[src/hw/rtl/pole_pkg.sv]
// ----------------------------------------------------------------------------
// pole_pkg
// types and codes shared by the positional ordered list engine
// ----------------------------------------------------------------------------
package pole_pkg;

    localparam int MODE_W   = 3;
    localparam int VALUE_W  = 32;
    localparam int POS_W    = 5;
    localparam int STATUS_W = 3;
    localparam int COUNT_W  = 5;

    // command codes
    localparam logic [MODE_W-1:0] MODE_APPEND   = 3'd0;
    localparam logic [MODE_W-1:0] MODE_INSERT   = 3'd1;
    localparam logic [MODE_W-1:0] MODE_DEL_LAST = 3'd2;
    localparam logic [MODE_W-1:0] MODE_DEL_POS  = 3'd3;
    localparam logic [MODE_W-1:0] MODE_DEL_VAL  = 3'd4;
    localparam logic [MODE_W-1:0] MODE_DUMP     = 3'd5;

    // result status codes
    localparam logic [STATUS_W-1:0] ST_OK       = 3'd0;
    localparam logic [STATUS_W-1:0] ST_RANGE    = 3'd1;
    localparam logic [STATUS_W-1:0] ST_EMPTY    = 3'd2;
    localparam logic [STATUS_W-1:0] ST_NOTFOUND = 3'd3;
    localparam logic [STATUS_W-1:0] ST_FULL     = 3'd4;

    // request beat
    typedef struct packed {
        logic [MODE_W-1:0]          mode;
        logic signed [VALUE_W-1:0]  value;
        logic [POS_W-1:0]           position;
    } pole_req_t;

    // response beat
    typedef struct packed {
        logic signed [VALUE_W-1:0]  entry;
        logic [STATUS_W-1:0]        status;
        logic [COUNT_W-1:0]         count;
        logic                       last;
    } pole_rsp_t;

    // walking pointer updates
    typedef enum logic [2:0] {
        PTR_HOLD,
        PTR_LEN,
        PTR_ZERO,
        PTR_ONE,
        PTR_DEL,
        PTR_CHK,
        PTR_INC,
        PTR_DEC
    } pole_ptr_op_t;

    // entry ram read address select
    typedef enum logic [2:0] {
        RD_NONE,
        RD_PTR,
        RD_PTR_DN,
        RD_PTR_UP,
        RD_ZERO
    } pole_rd_op_t;

    // controller to datapath
    typedef struct packed {
        logic                   latch;
        pole_ptr_op_t           ptr_op;
        pole_rd_op_t            rd_op;
        logic                   move;
        logic                   place;
        logic                   len_inc;
        logic                   len_dec;
        logic                   chk_set;
        logic                   set_st;
        logic [STATUS_W-1:0]    st;
        logic                   out_load;
        logic                   out_dump;
    } pole_cmd_t;

    // datapath to controller
    typedef struct packed {
        logic [MODE_W-1:0]  mode;
        logic               empty;
        logic               full;
        logic               pos_past;
        logic               ptr_eq_ins;
        logic               ptr_last;
        logic               ptr_eq_len;
        logic               wr_pend;
        logic               match;
        logic               out_free;
    } pole_stat_t;

endpackage

[src/hw/rtl/pole_ram.sv]
// ----------------------------------------------------------------------------
// pole_ram
// generic simple dual port ram, one write and one registered read port
// ----------------------------------------------------------------------------
module pole_ram #(
    parameter int WIDTH = 32,
    parameter int DEPTH = 16,
    localparam int AW = (DEPTH > 1) ? $clog2(DEPTH) : 1
) (
    input  logic             clk,
    input  logic             wr_en,
    input  logic [AW-1:0]    wr_addr,
    input  logic [WIDTH-1:0] wr_data,
    input  logic             rd_en,
    input  logic [AW-1:0]    rd_addr,
    output logic [WIDTH-1:0] rd_data
);

    logic [WIDTH-1:0] mem_reg [DEPTH];
    logic [WIDTH-1:0] rd_data_reg;

    // storage write and registered read
    always_ff @(posedge clk)
    begin
        if (wr_en)
        begin
            mem_reg[wr_addr] <= wr_data;
        end
        if (rd_en)
        begin
            rd_data_reg <= mem_reg[rd_addr];
        end
    end

    assign rd_data = rd_data_reg;

endmodule

[src/hw/rtl/pole_dp.sv]
// ----------------------------------------------------------------------------
// pole_dp
// datapath: entry ram, length, walking pointer, move and compare pipes,
// response register
// ----------------------------------------------------------------------------
module pole_dp import pole_pkg::*; #(
    parameter int CAPACITY = 16
) (
    input  logic       clk,
    input  logic       rst_n,
    input  pole_req_t  req,
    input  pole_cmd_t  cmd,
    output pole_stat_t stat,
    input  logic       rsp_ready,
    output logic       rsp_valid,
    output pole_rsp_t  rsp
);

    localparam int LW   = $clog2(CAPACITY + 1);
    localparam int AW   = $clog2(CAPACITY);
    localparam int CMPW = (LW > POS_W) ? LW : POS_W;

    pole_req_t           cmd_reg;
    logic [LW-1:0]       len_reg, len_next;
    logic [LW-1:0]       ptr_reg, ptr_next;
    logic [LW-1:0]       chk_idx_reg;
    logic                chk_pend_reg;
    logic                wr_pend_reg;
    logic [AW-1:0]       wr_addr_reg;
    logic [STATUS_W-1:0] st_reg;
    logic                out_valid_reg, out_valid_next;
    pole_rsp_t           out_reg;

    logic [POS_W-1:0]    pos_eff;
    logic                pos_past;
    logic [LW-1:0]       ins_tgt;
    logic [LW-1:0]       del_tgt;
    logic                rd_en;
    logic [AW-1:0]       rd_addr;
    logic [VALUE_W-1:0]  rd_data;
    logic                wr_en;
    logic [AW-1:0]       wr_addr;
    logic [VALUE_W-1:0]  wr_data;
    logic                out_free;

    // position zero counts as one
    assign pos_eff  = (cmd_reg.position == '0) ? POS_W'(1) : cmd_reg.position;
    assign pos_past = CMPW'(pos_eff) > CMPW'(len_reg);

    // target slots for insert and delete
    assign ins_tgt = ((cmd_reg.mode == MODE_APPEND) || pos_past) ?
                     len_reg : LW'(pos_eff - POS_W'(1));
    assign del_tgt = pos_past ? (len_reg - LW'(1)) : LW'(pos_eff - POS_W'(1));

    // pointer update
    always_comb
    begin
        case (cmd.ptr_op)
            PTR_HOLD: ptr_next = ptr_reg;
            PTR_LEN:  ptr_next = len_reg;
            PTR_ZERO: ptr_next = '0;
            PTR_ONE:  ptr_next = LW'(1);
            PTR_DEL:  ptr_next = del_tgt;
            PTR_CHK:  ptr_next = chk_idx_reg;
            PTR_INC:  ptr_next = ptr_reg + LW'(1);
            PTR_DEC:  ptr_next = ptr_reg - LW'(1);
            default:  ptr_next = ptr_reg;
        endcase
    end

    // read address select
    always_comb
    begin
        rd_en   = 1'b1;
        rd_addr = AW'(ptr_reg);
        case (cmd.rd_op)
            RD_NONE:   rd_en   = 1'b0;
            RD_PTR:    rd_addr = AW'(ptr_reg);
            RD_PTR_DN: rd_addr = AW'(ptr_reg - LW'(1));
            RD_PTR_UP: rd_addr = AW'(ptr_reg + LW'(1));
            RD_ZERO:   rd_addr = '0;
            default:   rd_en   = 1'b0;
        endcase
    end

    // write port: pending move has the port, else the new value
    assign wr_en   = wr_pend_reg || cmd.place;
    assign wr_addr = wr_pend_reg ? wr_addr_reg : AW'(ptr_reg);
    assign wr_data = wr_pend_reg ? rd_data : VALUE_W'(cmd_reg.value);

    pole_ram #(
        .WIDTH (VALUE_W),
        .DEPTH (CAPACITY)
    ) u_ram (
        .clk     (clk),
        .wr_en   (wr_en),
        .wr_addr (wr_addr),
        .wr_data (wr_data),
        .rd_en   (rd_en),
        .rd_addr (rd_addr),
        .rd_data (rd_data)
    );

    // length
    always_comb
    begin
        len_next = len_reg;
        if (cmd.len_inc)
        begin
            len_next = len_reg + LW'(1);
        end
        else if (cmd.len_dec)
        begin
            len_next = len_reg - LW'(1);
        end
    end

    // response register frees when the beat is taken
    assign out_free = !out_valid_reg || rsp_ready;

    always_comb
    begin
        if (cmd.out_load)
        begin
            out_valid_next = 1'b1;
        end
        else if (rsp_ready)
        begin
            out_valid_next = 1'b0;
        end
        else
        begin
            out_valid_next = out_valid_reg;
        end
    end

    // control state
    always_ff @(posedge clk or negedge rst_n)
    begin
        if (!rst_n)
        begin
            len_reg       <= '0;
            wr_pend_reg   <= 1'b0;
            chk_pend_reg  <= 1'b0;
            out_valid_reg <= 1'b0;
        end
        else
        begin
            len_reg       <= len_next;
            wr_pend_reg   <= cmd.move;
            chk_pend_reg  <= cmd.chk_set;
            out_valid_reg <= out_valid_next;
        end
    end

    // payload registers
    always_ff @(posedge clk)
    begin
        ptr_reg <= ptr_next;
        if (cmd.latch)
        begin
            cmd_reg <= req;
        end
        if (cmd.move)
        begin
            wr_addr_reg <= AW'(ptr_reg);
        end
        if (cmd.chk_set)
        begin
            chk_idx_reg <= ptr_reg;
        end
        if (cmd.set_st)
        begin
            st_reg <= cmd.st;
        end
        if (cmd.out_load)
        begin
            out_reg.entry  <= cmd.out_dump ? $signed(rd_data) : '0;
            out_reg.status <= st_reg;
            out_reg.count  <= COUNT_W'(len_reg);
            out_reg.last   <= cmd.out_dump ? (ptr_reg == len_reg) : 1'b1;
        end
    end

    // status to controller
    always_comb
    begin
        stat.mode       = cmd_reg.mode;
        stat.empty      = (len_reg == '0);
        stat.full       = (len_reg == LW'(CAPACITY));
        stat.pos_past   = pos_past;
        stat.ptr_eq_ins = (ptr_reg == ins_tgt);
        stat.ptr_last   = ((ptr_reg + LW'(1)) == len_reg);
        stat.ptr_eq_len = (ptr_reg == len_reg);
        stat.wr_pend    = wr_pend_reg;
        stat.match      = chk_pend_reg && (rd_data == VALUE_W'(cmd_reg.value));
        stat.out_free   = out_free;
    end

    assign rsp_valid = out_valid_reg;
    assign rsp       = out_reg;

endmodule

[src/hw/rtl/pole_ctrl.sv]
// ----------------------------------------------------------------------------
// pole_ctrl
// controller: decodes one command and steps the datapath through shifts,
// searches and dumps
// ----------------------------------------------------------------------------
module pole_ctrl import pole_pkg::*; (
    input  logic       clk,
    input  logic       rst_n,
    input  logic       req_valid,
    output logic       req_ready,
    input  pole_stat_t stat,
    output pole_cmd_t  cmd
);

    typedef enum logic [2:0] {
        S_IDLE,
        S_DECODE,
        S_SHIFT_UP,
        S_SHIFT_DN,
        S_SEARCH,
        S_DUMP,
        S_RESULT
    } state_t;

    state_t state_reg, state_next;

    assign req_ready = (state_reg == S_IDLE);

    // next state and datapath commands
    always_comb
    begin
        state_next   = state_reg;
        cmd.latch    = 1'b0;
        cmd.ptr_op   = PTR_HOLD;
        cmd.rd_op    = RD_NONE;
        cmd.move     = 1'b0;
        cmd.place    = 1'b0;
        cmd.len_inc  = 1'b0;
        cmd.len_dec  = 1'b0;
        cmd.chk_set  = 1'b0;
        cmd.set_st   = 1'b0;
        cmd.st       = ST_OK;
        cmd.out_load = 1'b0;
        cmd.out_dump = 1'b0;

        case (state_reg)
            S_IDLE:
            begin
                if (req_valid)
                begin
                    cmd.latch  = 1'b1;
                    state_next = S_DECODE;
                end
            end

            S_DECODE:
            begin
                cmd.set_st = 1'b1;
                case (stat.mode)
                    MODE_APPEND, MODE_INSERT:
                    begin
                        if (stat.full)
                        begin
                            cmd.st     = ST_FULL;
                            state_next = S_RESULT;
                        end
                        else
                        begin
                            cmd.st     = ((stat.mode == MODE_INSERT) && stat.pos_past) ?
                                         ST_RANGE : ST_OK;
                            cmd.ptr_op = PTR_LEN;
                            state_next = S_SHIFT_UP;
                        end
                    end
                    MODE_DEL_LAST:
                    begin
                        if (stat.empty)
                        begin
                            cmd.st = ST_EMPTY;
                        end
                        else
                        begin
                            cmd.len_dec = 1'b1;
                        end
                        state_next = S_RESULT;
                    end
                    MODE_DEL_POS:
                    begin
                        if (stat.empty)
                        begin
                            cmd.st     = ST_EMPTY;
                            state_next = S_RESULT;
                        end
                        else
                        begin
                            cmd.st     = stat.pos_past ? ST_RANGE : ST_OK;
                            cmd.ptr_op = PTR_DEL;
                            state_next = S_SHIFT_DN;
                        end
                    end
                    MODE_DEL_VAL:
                    begin
                        if (stat.empty)
                        begin
                            cmd.st     = ST_EMPTY;
                            state_next = S_RESULT;
                        end
                        else
                        begin
                            cmd.ptr_op = PTR_ZERO;
                            state_next = S_SEARCH;
                        end
                    end
                    MODE_DUMP:
                    begin
                        if (stat.empty)
                        begin
                            cmd.st     = ST_EMPTY;
                            state_next = S_RESULT;
                        end
                        else
                        begin
                            cmd.rd_op  = RD_ZERO;
                            cmd.ptr_op = PTR_ONE;
                            state_next = S_DUMP;
                        end
                    end
                    default:
                    begin
                        state_next = S_RESULT;
                    end
                endcase
            end

            // move entries up one slot from the tail, then drop in the value
            S_SHIFT_UP:
            begin
                if (!stat.ptr_eq_ins)
                begin
                    cmd.rd_op  = RD_PTR_DN;
                    cmd.move   = 1'b1;
                    cmd.ptr_op = PTR_DEC;
                end
                else if (!stat.wr_pend)
                begin
                    cmd.place   = 1'b1;
                    cmd.len_inc = 1'b1;
                    state_next  = S_RESULT;
                end
            end

            // move entries down one slot toward the gap, then shrink
            S_SHIFT_DN:
            begin
                if (!stat.ptr_last)
                begin
                    cmd.rd_op  = RD_PTR_UP;
                    cmd.move   = 1'b1;
                    cmd.ptr_op = PTR_INC;
                end
                else if (!stat.wr_pend)
                begin
                    cmd.len_dec = 1'b1;
                    state_next  = S_RESULT;
                end
            end

            // read one entry a cycle, compare it in the next cycle
            S_SEARCH:
            begin
                if (stat.match)
                begin
                    cmd.ptr_op = PTR_CHK;
                    cmd.set_st = 1'b1;
                    cmd.st     = ST_OK;
                    state_next = S_SHIFT_DN;
                end
                else if (stat.ptr_eq_len)
                begin
                    cmd.set_st = 1'b1;
                    cmd.st     = ST_NOTFOUND;
                    state_next = S_RESULT;
                end
                else
                begin
                    cmd.rd_op   = RD_PTR;
                    cmd.ptr_op  = PTR_INC;
                    cmd.chk_set = 1'b1;
                end
            end

            // emit one entry per free response slot, fetch the next
            S_DUMP:
            begin
                if (stat.out_free)
                begin
                    cmd.out_load = 1'b1;
                    cmd.out_dump = 1'b1;
                    if (stat.ptr_eq_len)
                    begin
                        state_next = S_IDLE;
                    end
                    else
                    begin
                        cmd.rd_op  = RD_PTR;
                        cmd.ptr_op = PTR_INC;
                    end
                end
            end

            S_RESULT:
            begin
                if (stat.out_free)
                begin
                    cmd.out_load = 1'b1;
                    state_next   = S_IDLE;
                end
            end

            default:
            begin
                state_next = S_IDLE;
            end
        endcase
    end

    // state register
    always_ff @(posedge clk or negedge rst_n)
    begin
        if (!rst_n)
        begin
            state_reg <= S_IDLE;
        end
        else
        begin
            state_reg <= state_next;
        end
    end

endmodule

[src/hw/rtl/positional_ordered_list_engine.sv]
// ----------------------------------------------------------------------------
// positional_ordered_list_engine
// ordered list of up to CAPACITY signed entries with append, positional insert
// and delete, delete of the last entry, delete by value and dump
//
//   channel | signals                   | beat
//   --------+---------------------------+-------------------------------------
//   request | req_valid, req_ready, req | one command: mode, value, position
//   response| rsp_valid, rsp_ready, rsp | entry, status, count, last flag
//
// one command at a time: accept, decode, the command's steps, response load
// insert at slot k moves the entries from slot k up one slot, from the tail,
// then drains the last move when anything moved and places the value; delete
// at slot k moves the entries above it down a slot, drains alike and shrinks
// delete by value scans from slot zero, then deletes at the first match;
// a dump replaces the response load with one entry per cycle unless stalled
// reset empties the list at once; ram contents are never cleared
// a stalled response holds the dump walk; req_ready is low until the
// command's last beat sits in the response register
// ----------------------------------------------------------------------------
module positional_ordered_list_engine import pole_pkg::*; #(
    parameter int CAPACITY = 16
) (
    input  logic      clk,
    input  logic      rst_n,
    input  logic      req_valid,
    output logic      req_ready,
    input  pole_req_t req,
    output logic      rsp_valid,
    input  logic      rsp_ready,
    output pole_rsp_t rsp
);

    pole_cmd_t  cmd;
    pole_stat_t stat;

    // sequencer
    pole_ctrl u_ctrl (
        .clk       (clk),
        .rst_n     (rst_n),
        .req_valid (req_valid),
        .req_ready (req_ready),
        .stat      (stat),
        .cmd       (cmd)
    );

    // storage and response
    pole_dp #(
        .CAPACITY (CAPACITY)
    ) u_dp (
        .clk       (clk),
        .rst_n     (rst_n),
        .req       (req),
        .cmd       (cmd),
        .stat      (stat),
        .rsp_ready (rsp_ready),
        .rsp_valid (rsp_valid),
        .rsp       (rsp)
    );

endmodule

[config.mk]
export PLATFORM = sky130hd
export DESIGN_NAME = positional_ordered_list_engine
export DESIGN_NICKNAME = d
export VERILOG_FILES = /design/src/hw/rtl/pole_pkg.sv /design/src/hw/rtl/pole_ram.sv /design/src/hw/rtl/pole_dp.sv /design/src/hw/rtl/pole_ctrl.sv /design/src/hw/rtl/positional_ordered_list_engine.sv
export SDC_FILE = /design/constraint.sdc
export NUM_CORES = 1
export LEC_CHECK = 0
export BUFFER_PORTS_ARGS = -buffer_cell sky130_fd_sc_hd__buf_2
export CAP_MARGIN = 20
export CORE_MARGIN = 3
export CORE_UTILIZATION = 55
export CTS_CLUSTER_DIAMETER = 100
export DETAILED_ROUTE_END_ITERATION = 6
export PLACE_DENSITY = 0.68
export SLEW_MARGIN = 20
export SYNTH_ARGS = -nofsm -noshare
export SYNTH_HDL_FRONTEND = slang
export SYNTH_SLANG_ARGS = --single-unit
[constraint.sdc]
create_clock -name clk -period 6.5 [get_ports clk]
set_input_delay 0 -clock clk [delete_from_list [all_inputs] [get_ports clk]]
set_output_delay 0 -clock clk [all_outputs]
set_load 0.05 [all_outputs]
* Yosys cells after proc, flatten, opt, wreduce, memory -nomap -nowiden
Memory sizes are Yosys's and may differ from the RTL's. A register that Yosys moved wholly into a read port is not among the register bits.
Cells that the tools add are included.
W data, S select, Z words.
** Word-level totals
- Memory bits (writable) :: 512
- Register bits after elaboration :: 109
- Output and inout port bits :: 43
- Logic and storage cells :: 143
- Input bits :: 44
- Memories kept :: 1
** Cells by class
- Equal/unequal tests :: 34
- Reductions and logical operators :: 17
- $add $sub $neg :: 5
- Magnitude comparators :: 1
- Mux-type cells :: 69
** Memories
- u_dp.u_ram.mem_reg :: depth 16, bits a word 32, rd ports 1, clocked after Yosys merged registers in 1, write ports 1, line pole_ram.sv:19 : logic [WIDTH-1:0] mem_reg [DEPTH];
** Operators by type and width (number)
- $mux W3 :: 17
- $pmux W5 S7 :: 1
- $eq A32 B32 Y1 :: 1
- $mux W32 :: 1
- $eq A3 B3 Y1 const B :: 10
- $mux W5 :: 6
- $pmux W6 S5 :: 1
- $eq A3 B2 Y1 const B :: 8
- $pmux W3 S4 :: 2
- $pmux W3 S7 :: 1
- $mux W1 :: 19
- $mux W2 :: 8
- $eq A5 B5 Y1 :: 3
- $sub A5 B1 Y5 const B :: 3
- $mux W7 :: 2
- $eq A3 B1 Y1 const B :: 4
- $mux W4 :: 3
- $mux W6 :: 2
- $pmux W4 S3 :: 1
- $add A5 B1 Y5 const B :: 2
- $logic_not A5 Y1 :: 2
- $logic_not A3 Y1 :: 3
- $pmux W3 S3 :: 1
- $ne A2 B1 Y1 const B :: 4
- 14 further kinds :: 21

* Logic depth before layout (Yosys ltp)
Gate-level depths: netlist of the first run.
- Depth in word-level cells :: 11
- Mapped depth :: 20
- Mapped depth without buffers :: 15

* Hierarchy
From an unflattened synthesis of the first run, not the netlist that was laid out.
** Second synthesis, totals
- Cells, all modules :: 1336
- Area total of the unflattened synthesis :: 26101.3 sq um
** Modules (own cells, without submodules)
- pole_ram :: cells each 838, times used 1, sequential area each 16335.7 sq um, area each 20155.6 sq um
- pole_dp :: cells each 412, times used 1, sequential area each 3143.0 sq um, area each 5362.6 sq um
- pole_ctrl :: cells each 86, times used 1, sequential area each 75.1 sq um, area each 583.1 sq um

* Least setup slack after synthesis of the first run
Ideal clock, no wire load.
- Path type :: reg2reg
- From :: register u_dp.len_reg[3]
- To :: memory u_dp.u_ram.mem_reg[2][0], enable pin
- Slack :: 1455 ps
- Cell stages (with the launch flop) :: 16
- Arrival :: 4624 ps
- Required time :: 6079 ps
- Library setup time :: 421 ps
- Cells stage by stage :: dfrtp_1 > clkbuf_1 > inv_1 > ha_1 > and2_1 > and3_1 > buf_6 > a221oi_4 > o21ai_1 > a31oi_1 > o211a_4 > nand2_1 > nor3_1 > nand2_1 > o22a_1 > nor2_1
** On the way
- Longest elaborated chain between the ends :: 9
** RTL lines
- from (decl) :: line pole_dp.sv:24 : logic [LW-1:0] len_reg, len_next;
- from (signal assigned) :: line pole_dp.sv:149 : len_reg <= len_next;
- $gt A5 B5 Y1 :: line pole_dp.sv:48 : assign pos_past = CMPW'(pos_eff) > CMPW'(len_reg);
- $logic_or A1 B1 Y1 :: line pole_dp.sv:51 : assign ins_tgt = ((cmd_reg.mode == MODE_APPEND) || pos_past) ?
- $mux W5 * :: line pole_dp.sv:51
- $eq A5 B5 Y1 * :: line pole_dp.sv:192 : stat.ptr_eq_ins = (ptr_reg == ins_tgt);
- $mux W2 * :: line pole_ctrl.sv:138 : if (!stat.ptr_eq_ins)
- $mux W2 * :: line pole_ctrl.sv:46 : case (state_reg)
- $logic_or A1 B1 Y1 * :: line pole_dp.sv:87 : assign wr_en = wr_pend_reg || cmd.place;
- $mux W1 * :: line pole_ram.sv:25 : if (wr_en)
- $mux W1 (not written as such) * :: line pole_ram.sv:27 : mem_reg[wr_addr] <= wr_data;
- to (decl) :: line pole_ram.sv:19
Mark *: on every way between the ends. The rest lies on a longest branch, timed or not.

* Worst setup path after layout of the first run
- From :: register u_dp.u_ram.rd_data_reg[7] (netlist: u_dp.u_ram.rd_data[7]), read port of u_dp.u_ram.mem_reg
- To :: register u_dp.u_ram.rd_data_reg[3] (netlist: u_dp.u_ram.rd_data[3]), read port of u_dp.u_ram.mem_reg, data pin
** On the way
- Longest elaborated chain between the ends :: 7
** RTL lines
- from (decl) :: line pole_ram.sv:20 : logic [WIDTH-1:0] rd_data_reg;
- $eq A32 B32 Y1 * :: line pole_dp.sv:196 : stat.match = chk_pend_reg && (rd_data == VALUE_W'(cmd_reg.value));
- $logic_and A1 B1 Y1 * :: line pole_dp.sv:196
- $mux W3 * :: line pole_ctrl.sv:171 : if (stat.match)
- $pmux W6 S5 * :: line pole_ctrl.sv:46
- $eq A3 B1 Y1 (tied with other cells) :: line pole_dp.sv:76 : case (cmd.rd_op)
- $reduce_or A4 Y1 (no line)
- $mux W1 :: line pole_dp.sv:76
Marks and branches as above.
A chain may end at the register's enable or synchronous reset.

==> summary.txt, run 1 <==
Die
  – Die Span X: 226 microns
  – Die height: ~230 microns
  – Rows: 80
  – Initial Utilization: 55.8%
  – Die ar.: around 51000 sq um
  – I/O Pins: 87
  – Core Region: approximately 48000 sq um

Critical path
  – Setup CP Type: flop to flop
  – CP top delay family: simple AND/OR/NAND/NOR gates
  – Critical Path Start Type: flop
  – Max incr delay on CP: between 0.8 and 0.9 ns
  – Crit path buffers/inverters: 1
  – Critical path arrival: 5.71 ns
  – Most common cell on crit path: or4_1
  – Maximum net fanout on the critical path: 47
  – Cell-by-cell trace of the critical path: xnor2_1 -> nand4_1 -> or4_1 -> o31ai_1 -> a21o_1 -> a31o_2 -> a31oi_1 -> nand2_2 -> and2_4 -> buf_12 -> mux2i_1 -> o22ai_1 -> or4_1
  – CP Data Required Time: just under 7 ns
  – Crit. End Element: flop
  – CP max-delay cell: and2_4

Logic synthesis
  – Register area share after synthesis: approximately 73%
  – Netlist Area Pre-Place: roughly 27000 sq um
  – Yosys warning count: 0
  – Syn_nets: ~1800
  – Mapped Cells: between 1500 and 2000
  – Netlist cell types: 76
  – Number of synthesized register bits: between 600 and 700
  – Top_reg_cell synth: edfxtp_1
  – Asr flop ratio synth: under 10%
  – Post-synth EDFFs: approximately 640
  – Mapped Avg Cell Area: 15.7 sq um

STA
  – Final setup fails: 0
  – Unrepaired setup endpoints after global routing: no
  – WHS: roughly 0.10 ns
  – Final hold vios: 0
  – TNS Setup: 0 ns
  – Slew headroom: 28.9%
  – Worst slew pin tran: approximately 1.1 ns
  – Fin crit period: 5.39 ns
  – Tcrit/Tclk final: between 80% and 90%
  – Slew Viols, Final: 0
  – Fmax: 0.186 GHz
  – Final Skew: about 0.022 ns

Cells and area
  – Nets@finish: between 1500 and 2000
  – Layout Cells excl Fill: 2501
  – Fill cells: approximately 3300
  – Largest register FFs: approximately 510
  – ANT cells: 0
  – Layout cells sized above 1: 16.3%
  – Final Cell Area: ~31000 sq um
  – Most frequent cells in the layout: 642 x edfxtp_1, 157 x nand2_1, 131 x mux2i_1
  – Commonest non-fill, non-tap cell in the layout: edfxtp_1
  – Area Growth Syn to Fin: 15.1%

CTS
  – Clock sinks: about 650
  – CTS tree: built
  – Post-CTS Setup Repair Bufs: 0
  – H-tree Lvls: 3
  – Clock Pin Slew Worst Setup and Hold Paths: about 0.070 ns
  – Hold_buf cts: 43
  – Clk root buf: clkbuf_16
  – Clk_lat worst skew: about 0.60 ns
  – Num CTS Buffers: between 60 and 70
  – CTS resizes: 0
  – CTS max path bufs: 3

Place
  – Port buffer count: 86
  – DP Cell Count: around 2300
  – HPWL Detailed: between 30000 and 40000 microns
  – DP Area: between 20000 and 30000 sq um
  – Final Wtd Congestion: 0.895

Detailed routing
  – DRC viols: 0
  – DR iter-0 viols: approximately 1700
  – WL/cell: about 27 microns
  – Final ANT Viol Nets: 0
  – Via count: 15874
  – Detailed Route WL: 67200 microns
  – Vias per cell: about 6.3
  – First drt pass iteration count: 6

Run
  – Max_cap viols: 0

Power
  – VDD IR max: ~0.00023 V
  – Leak: 10.1 nW
  – PD cells: about 280 nW/um^2

Status
  – Outcome: complete, no violations

GRT
  – Total GRT Usage: a little over a quarter
  – First-pass GRT wire length: about 99000 microns
  – Initial antenna violation count: 1
  – Total gr overflow: 0
  – Largest net degree at the start of global routing: 93
  – Number of global-route vias before repair: 15436

Worst hold path
  – Worst hold path type: input port to flop
-- kinds of logic (layout without fill, tap and decap cells) --
logic type	count (synthesis)	in the layout	synth area share (%)
AO/OA/AOI/OAI	285	285	8.08
XOR/XNOR	55	55	1.80
adder cells (fa/ha/maj)	10	10	0.459
buffers and inverters	127	308	2.24
flip-flops	653	653	73.2
multiplexers	163	163	6.26
AND/OR/NAND/NOR	412	412	7.94
-- routing by layer --
| layer | vias up | share of wire, % | GRT usage [%] |
|---|---|---|---|
| met3 | 139 | 8.1 | 4.54 |
| met1 | 7990 | 42 | 37.7 |
| li1 | 7000 | - | - |
| met5 | - | 0 | 0 |
| met4 | 0 | 2.8 | 8.33 |
| met2 | 745 | 47 | 41.8 |
-- final timing paths --
check,from,endpoint,slack [ns],depth (start not counted)
setup / recovery,u_dp.u_ram.rd_data[7],u_dp.u_ram.rd_data[3],1.11,13
hold / removal,req_valid,u_dp.cmd_reg[35],0.10,2
setup reg to reg,u_dp.u_ram.rd_data[7],u_dp.u_ram.rd_data[3],1.11,13
hold reg to reg,u_dp.st_reg[1],u_dp.rsp[7],0.42,0
max in group asynchronous,rst_n,u_dp.wr_pend_reg,5.61,3
min in group asynchronous,rst_n,u_ctrl.state_reg[0],0.47,3
-- power by group --
part | total [mW] | internal, mW | switching, mW
Clock | 3.94 | 2.37 | 1.56
Combinational | 0.0354 | 0.0258 | 0.00959
Sequential | 4.56 | 4.56 | 0.0000000000000000131
-- cell type report --
cell class	instances	area, sq um	share of cell area (%)
multi-input cells	925	6740	21.9
well taps	615	769	2.50
repair buffers	174	1350	4.39
inverters	16	60.1	0.195
flip-flops and latches	653	19600	63.6
clock inverters	32	438	1.43
clock buffers	86	1810	5.89
-- synth_stat cells (all sizes together), types with 3 or more instances --
library cell / instances / share of area [%]
a211oi: 67 / 1.9
a21o: 3 / 0.11
ha: 9 / 0.42
o211ai: 5 / 0.18
a21oi: 18 / 0.39
nor3: 14 / 0.26
buf: 55 / 1.2
o22ai: 69 / 1.6
and2: 38 / 0.89
dfrtp: 11 / 1.0
edfxtp: 642 / 72
a32oi: 3 / 0.098
a31oi: 7 / 0.16
mux2i: 131 / 4.9
xor2: 28 / 0.92
nor2: 39 / 0.55
nor2b: 7 / 0.16
o21ai: 16 / 0.30
clkbuf: 56 / 0.79
a22oi: 3 / 0.084
mux2: 32 / 1.3
a311oi: 64 / 2.1
inv: 15 / 0.21
nand2: 162 / 2.3
or4: 33 / 0.93
nand3b: 3 / 0.084
o22a: 4 / 0.14
nor4: 10 / 0.23
nor3b: 5 / 0.14
xnor2: 27 / 0.89
o211a: 3 / 0.14
or3: 3 / 0.089
and3: 70 / 1.7
o31ai: 3 / 0.084
nand4: 5 / 0.12
nand3: 17 / 0.37
o221ai: 3 / 0.12
-- metrics by stage --
stage | util, % | power (mW) | setup WS (ns)
global placement | 58.6 | 4.66 | 1.32
floorplan | - | 4.65 | 1.46
detailed placement | 58.6 | 4.66 | 1.22
CTS | 64.2 | 8.58 | 1.14
finish | 64.2 | 8.53 | 1.11
global route | 64.2 | 8.75 | 0.925
No activity file was read; power rests on OpenSTA's default activity.
==> inputs of run 2 (changes only) <==
--- a/config.mk
+++ b/config.mk
@@ -5,13 +5,14 @@
 export SDC_FILE = /design/constraint.sdc
 export NUM_CORES = 1
 export LEC_CHECK = 0
+export ABC_AREA = 1
 export BUFFER_PORTS_ARGS = -buffer_cell sky130_fd_sc_hd__buf_2
 export CAP_MARGIN = 20
 export CORE_MARGIN = 3
 export CORE_UTILIZATION = 55
 export CTS_CLUSTER_DIAMETER = 100
 export DETAILED_ROUTE_END_ITERATION = 6
-export PLACE_DENSITY = 0.68
+export PLACE_DENSITY = 0.71
 export SLEW_MARGIN = 20
 export SYNTH_ARGS = -nofsm -noshare
 export SYNTH_HDL_FRONTEND = slang
==> constraint.sdc (replaced) <==
create_clock -name clk -period 4.3 [get_ports clk]
set_input_delay 0 -clock clk [delete_from_list [all_inputs] [get_ports clk]]
set_output_delay 0 -clock clk [all_outputs]
set_load 0.05 [all_outputs]
==> run 2 against run 1 <==
Critical path depth increased by 7. Synthesized cell count increased by 72%. Cell count increased by 54%. Via count increased by 39%. Clock-buffer cell count decreased by 4. Clock power increased by 42%. First-iteration DRC count increased by 82%. Global-route usage increased by 3.1 points. Power increased to 3.4 times the previous value. Register-to-register slack got worse by 0.87 ns. Critical endpoint is now u_dp.u_ram.mem_reg[12][29]. Highest routed layer unchanged.
==> summary.txt, run 2 <==
Place
  – Port buffer count: 86 (unchanged)
  – HPWL Detailed: 49100 microns (+32%)
  – Final Wtd Congestion: 0.902 (+0.83%)

Worst hold path
  – Worst hold path type: input port to flop
  – Hold Path End: u_dp.cmd_reg[30]
  – Worst hold path depth: 2 (unchanged)
  – Hold_sp: req[30]

Die
  – Rows: 84 (+5.0%)
  – Core Region: 53100 sq um (+11%)
  – Die ar.: 57000 sq um (+11%)
  – Initial Utilization: 56.1% (+0.28 points)
  – I/O Pins: 87 (unchanged)
  – Die Span X: 239 microns (+5.4%)
  – Die height: 239 microns (+5.4%)

STA
  – TNS Setup: 0 ns (unchanged)
  – Final setup fails: 0 (unchanged)
  – Fin crit period: 4.06 ns (-1.33 ns)
  – Fmax: 0.247 GHz (+33%)
  – Final Skew: 0.0234 ns (+0.00106 ns)
  – Slew Viols, Final: 0 (unchanged)
  – Final hold vios: 0 (unchanged)
  – Tcrit/Tclk final: 94.3% (+11 points)
  – Worst slew pin tran: 1.06 ns (-0.00764 ns)
  – Slew headroom: 29.0% (+0.036 points)

Cells and area
  – Largest register FFs: 512 (unchanged)
  – Final design utilization: 65.0% (+0.73 points)
  – Most frequent cells in the layout: 647 x nand3_1, 642 x edfxtp_1, 626 x inv_1
  – Nets@finish: 3170 (+68%)
  – Commonest non-fill, non-tap cell in the layout: nand3_1
  – Fill cells: 3935 (+19%)
  – Layout cells sized above 1: 11.3% (-5.0 points)
  – Area Growth Syn to Fin: 15.8%

Power
  – VDD IR max: 0.000691 V (+200%)
  – PD cells: 838 nW/um^2 (+200%)
  – Leak: 14.9 nW (+47%)

CTS
  – H-tree Lvls: 3 (unchanged)
  – Clock sinks: 653 (unchanged)
  – CTS max path bufs: 3 (unchanged)
  – Num CTS Buffers: 66 (-2.9%)
  – CTS tree: built
  – Clk root buf: clkbuf_16
  – Clock Pin Slew Worst Setup and Hold Paths: 0.06 ns (about the same)
  – Clk_lat worst skew: 0.62 ns (+0.02 ns)

Logic synthesis
  – Post-synth EDFFs: 642 (unchanged)
  – Leading area contributor after synthesis: edfxtp_1
  – Netlist cell types: 44 (-42%)
  – Netlist Area Pre-Place: 29800 sq um (+11%)
  – Asr flop ratio synth: 1.68% (unchanged)
  – XOR/XNOR Fraction of Synth Area: 0.794% (-1.0 points)
  – Count leader, synth: nand3_1
  – Multiplexer share of the synthesized area: 0% (-6.3 points)
  – Simple-gate share of the synthesized area: 20.9% (+13 points)
  – Synth top area share: 64.8% (-7.4 points)
  – Register area share after synthesis: 65.7% (-7.5 points)
  – Largest family of logic cells by synthesized area: simple AND/OR/NAND/NOR gates
  – Dominant cells by area after synthesis: edfxtp_1 65%, nand3_1 11%, inv_1 7.9%
  – Compound-Gate Fraction of Synth Area: 1.62% (-6.5 points)
  – Mapped Cells: 2926 (+72%)
  – Number of synthesized register bits: 653 (unchanged)
  – Yosys warning count: 0 (unchanged)
  – Mapped Avg Cell Area: 10.2 sq um (-35%)
  – Top_reg_cell synth: edfxtp_1
  – Syn_nets: 2979 (+69%)
  – Synth cell count leaders: 650 x nand3_1, 642 x edfxtp_1, 626 x inv_1, 556 x nand2_1, 113 x nor2_1
  – Synth Area in Adders: 0.378% (-0.081 points)

GRT
  – Total GRT Usage: 29.5% (+3.1 points)
  – Initial antenna violation count: 1 (unchanged)
  – Total gr overflow: 0 (unchanged)
  – First-pass GRT wire length: 126000 microns (+27%)
  – Largest net degree at the start of global routing: 118 (+27%)
  – Number of global-route vias before repair: 21234 (+38%)

Critical path
  – Critical Path Start Type: flop
  – R2r endpoint: u_dp.u_ram.mem_reg[12][29]
  – Max incr delay on CP: 0.48 ns (-0.33 ns)
  – R2r startpoint: u_dp.cmd_reg[2]
  – CP top delay family: simple AND/OR/NAND/NOR gates
  – CP max-delay cell: edfxtp_1
  – CP Data Required Time: 4.58 ns (-2.25 ns)
  – Worst Reg2Reg Path Length in Cells: 20 (+7)
  – Critical path arrival: 4.34 ns (-1.37 ns)
  – Crit path buffers/inverters: 4 (+3)
  – Maximum net fanout on the critical path: 17 (-64%)
  – Most common cell on crit path: nand2_1
  – Crit. End Element: flop
  – Setup CP Type: flop to flop
  – R2r setup slk: 0.24 ns (-0.87 ns)
  – Cell-by-cell trace of the critical path: nor2_1 -> nand2_1 -> o21ai_1 -> inv_1 -> ha_1 -> nand4_1 -> nand2_4 -> nand2_4 -> nand2_1 -> nand3_1 -> nand2_1 -> nand3_2 -> inv_1 -> nand2_1 -> nor3_1 -> inv_1 -> nand2_2 -> nand3_2 -> nor2_4 -> buf_4

Detailed routing
  – Detailed Route WL: 85000 microns (+26%)
  – WL/cell: 22.1 microns (-18%)
  – Via count: 22132 (+39%)
  – Final ANT Viol Nets: 0 (unchanged)
  – First drt pass iteration count: 6 (unchanged)
  – DR iter-0 viols: 3135 (+82%)
  – Vias per cell: 5.74 (-9.5%)
  – DRC viols: 0 (unchanged)

Status
  – Outcome: complete, no violations

Run
  – Max_cap viols: 0 (unchanged)
run 2: changes by cell type in the layout (fill, tap and decap cells not counted), moves of 65 or more:
| cell | previous run | this run |
|---|---|---|
| a211oi_1 | 67 | 2 |
| inv_1 | 13 | 626 |
| o22ai_1 | 68 | 3 |
| and3_1 | 68 | 2 |
| nand2_1 | 157 | 555 |
| nand3_1 | 14 | 647 |
| mux2i_1 | 131 | 0 |
| nor2_1 | 23 | 95 |
run 2: how the worst max path moves through the flow:
stage / slack, ns / from / to / cells after the start
after CTS: 0.02 / u_dp.cmd_reg[2] / u_dp.u_ram.mem_reg[2][3] / 20
after detailed placement: -0.01 / u_dp.cmd_reg[2] / u_dp.u_ram.mem_reg[0][25] / 20
after floorplan: -0.39 / u_dp.cmd_reg[2] / u_dp.u_ram.mem_reg[0][0] / 19
final: 0.24 / u_dp.cmd_reg[2] / u_dp.u_ram.mem_reg[12][29] / 20
after global routing: -0.007 / u_dp.cmd_reg[2] / u_dp.u_ram.rd_data[19] / 24
after global placement: 0.17 / u_dp.cmd_reg[2] / u_dp.u_ram.mem_reg[0][18] / 20
run 2: per-layer routing:
metal,wire [microns],GRT usage [%],up-vias
li1,-,-,9984
met1,32400,39.7,10436
met2,38600,46.2,1453
met3,10000,6.33,259
met4,3890,13.7,0
met5,0,0,-
run 2: worst register-to-register path: stages (launching register included):
cell and delay, ns:
edfxtp_1 0.48, nor2_1 0.19, nand2_1 0.07, o21ai_1 0.18, inv_1 0.10, ha_1 0.29, nand4_1 0.14, nand2_4 0.22
nand2_4 0.11, nand2_1 0.10, nand3_1 0.07, nand2_1 0.09, nand3_2 0.10, inv_1 0.07, nand2_1 0.10, nor3_1 0.24
inv_1 0.22, nand2_2 0.18, nand3_2 0.23, nor2_4 0.21, buf_4 0.33
run 2: cell type report:
| type | instances | area [sq um] | share of cell area (%) |
|---|---|---|---|
| flip-flops and latches | 653 | 19600 | 56.7 |
| multi-input cells | 1506 | 7310 | 21.2 |
| inverters | 632 | 2370 | 6.89 |
| repair buffers | 258 | 2290 | 6.65 |
| clock buffers | 82 | 1750 | 5.09 |
| well taps | 688 | 861 | 2.50 |
| clock inverters | 33 | 324 | 0.940 |
| diodes | 1 | 2.50 | 0.00726 |
run 2: repair_timing:
action	in CTS	in global routing
hold endpoints to repair	64	0
setup endpoints to repair	19	546
cloned	0	3
hold buffers	44	0
gates resized for setup	1	23
pin swaps	0	5
buffers inserted	0	11
run 2: power by group:
| group | switching, mW | total, mW | internal, mW |
|---|---|---|---|
| registers | 0.516 | 9.38 | 8.87 |
| logic | 9.77 | 13.9 | 4.13 |
| clock network | 2.40 | 5.61 | 3.21 |
| total | 12.7 | 28.9 | 16.2 |
run 2: cells by family (layout without fill, tap and decap cells):
kind of cell / Yosys count / after routing
and+or+nand+nor: 1385 / 1386
adders and majority gates: 9 / 9
AOI/OAI and AO/OA: 84 / 84
xor gates and xnor gates: 27 / 27
DFF: 653 / 653
other: 0 / 1
buffers and inverters: 768 / 1005
run 2: stage by stage:
step	power, mW	cell area [sq um]	worst slack (ns)	instances	hold WS, ns
after global placement	22.4	31700	0.165	3679	-0.105
after global routing	30.3	34500	-0.00730	3852	0.0757
final	28.9	34500	0.245	3853	0.0856
after detailed placement	22.6	31700	-0.0121	3679	-0.102
after CTS	28.3	34200	0.0169	3838	0.0531
after floorplan	18.1	29800	-0.385	2926	-0.296
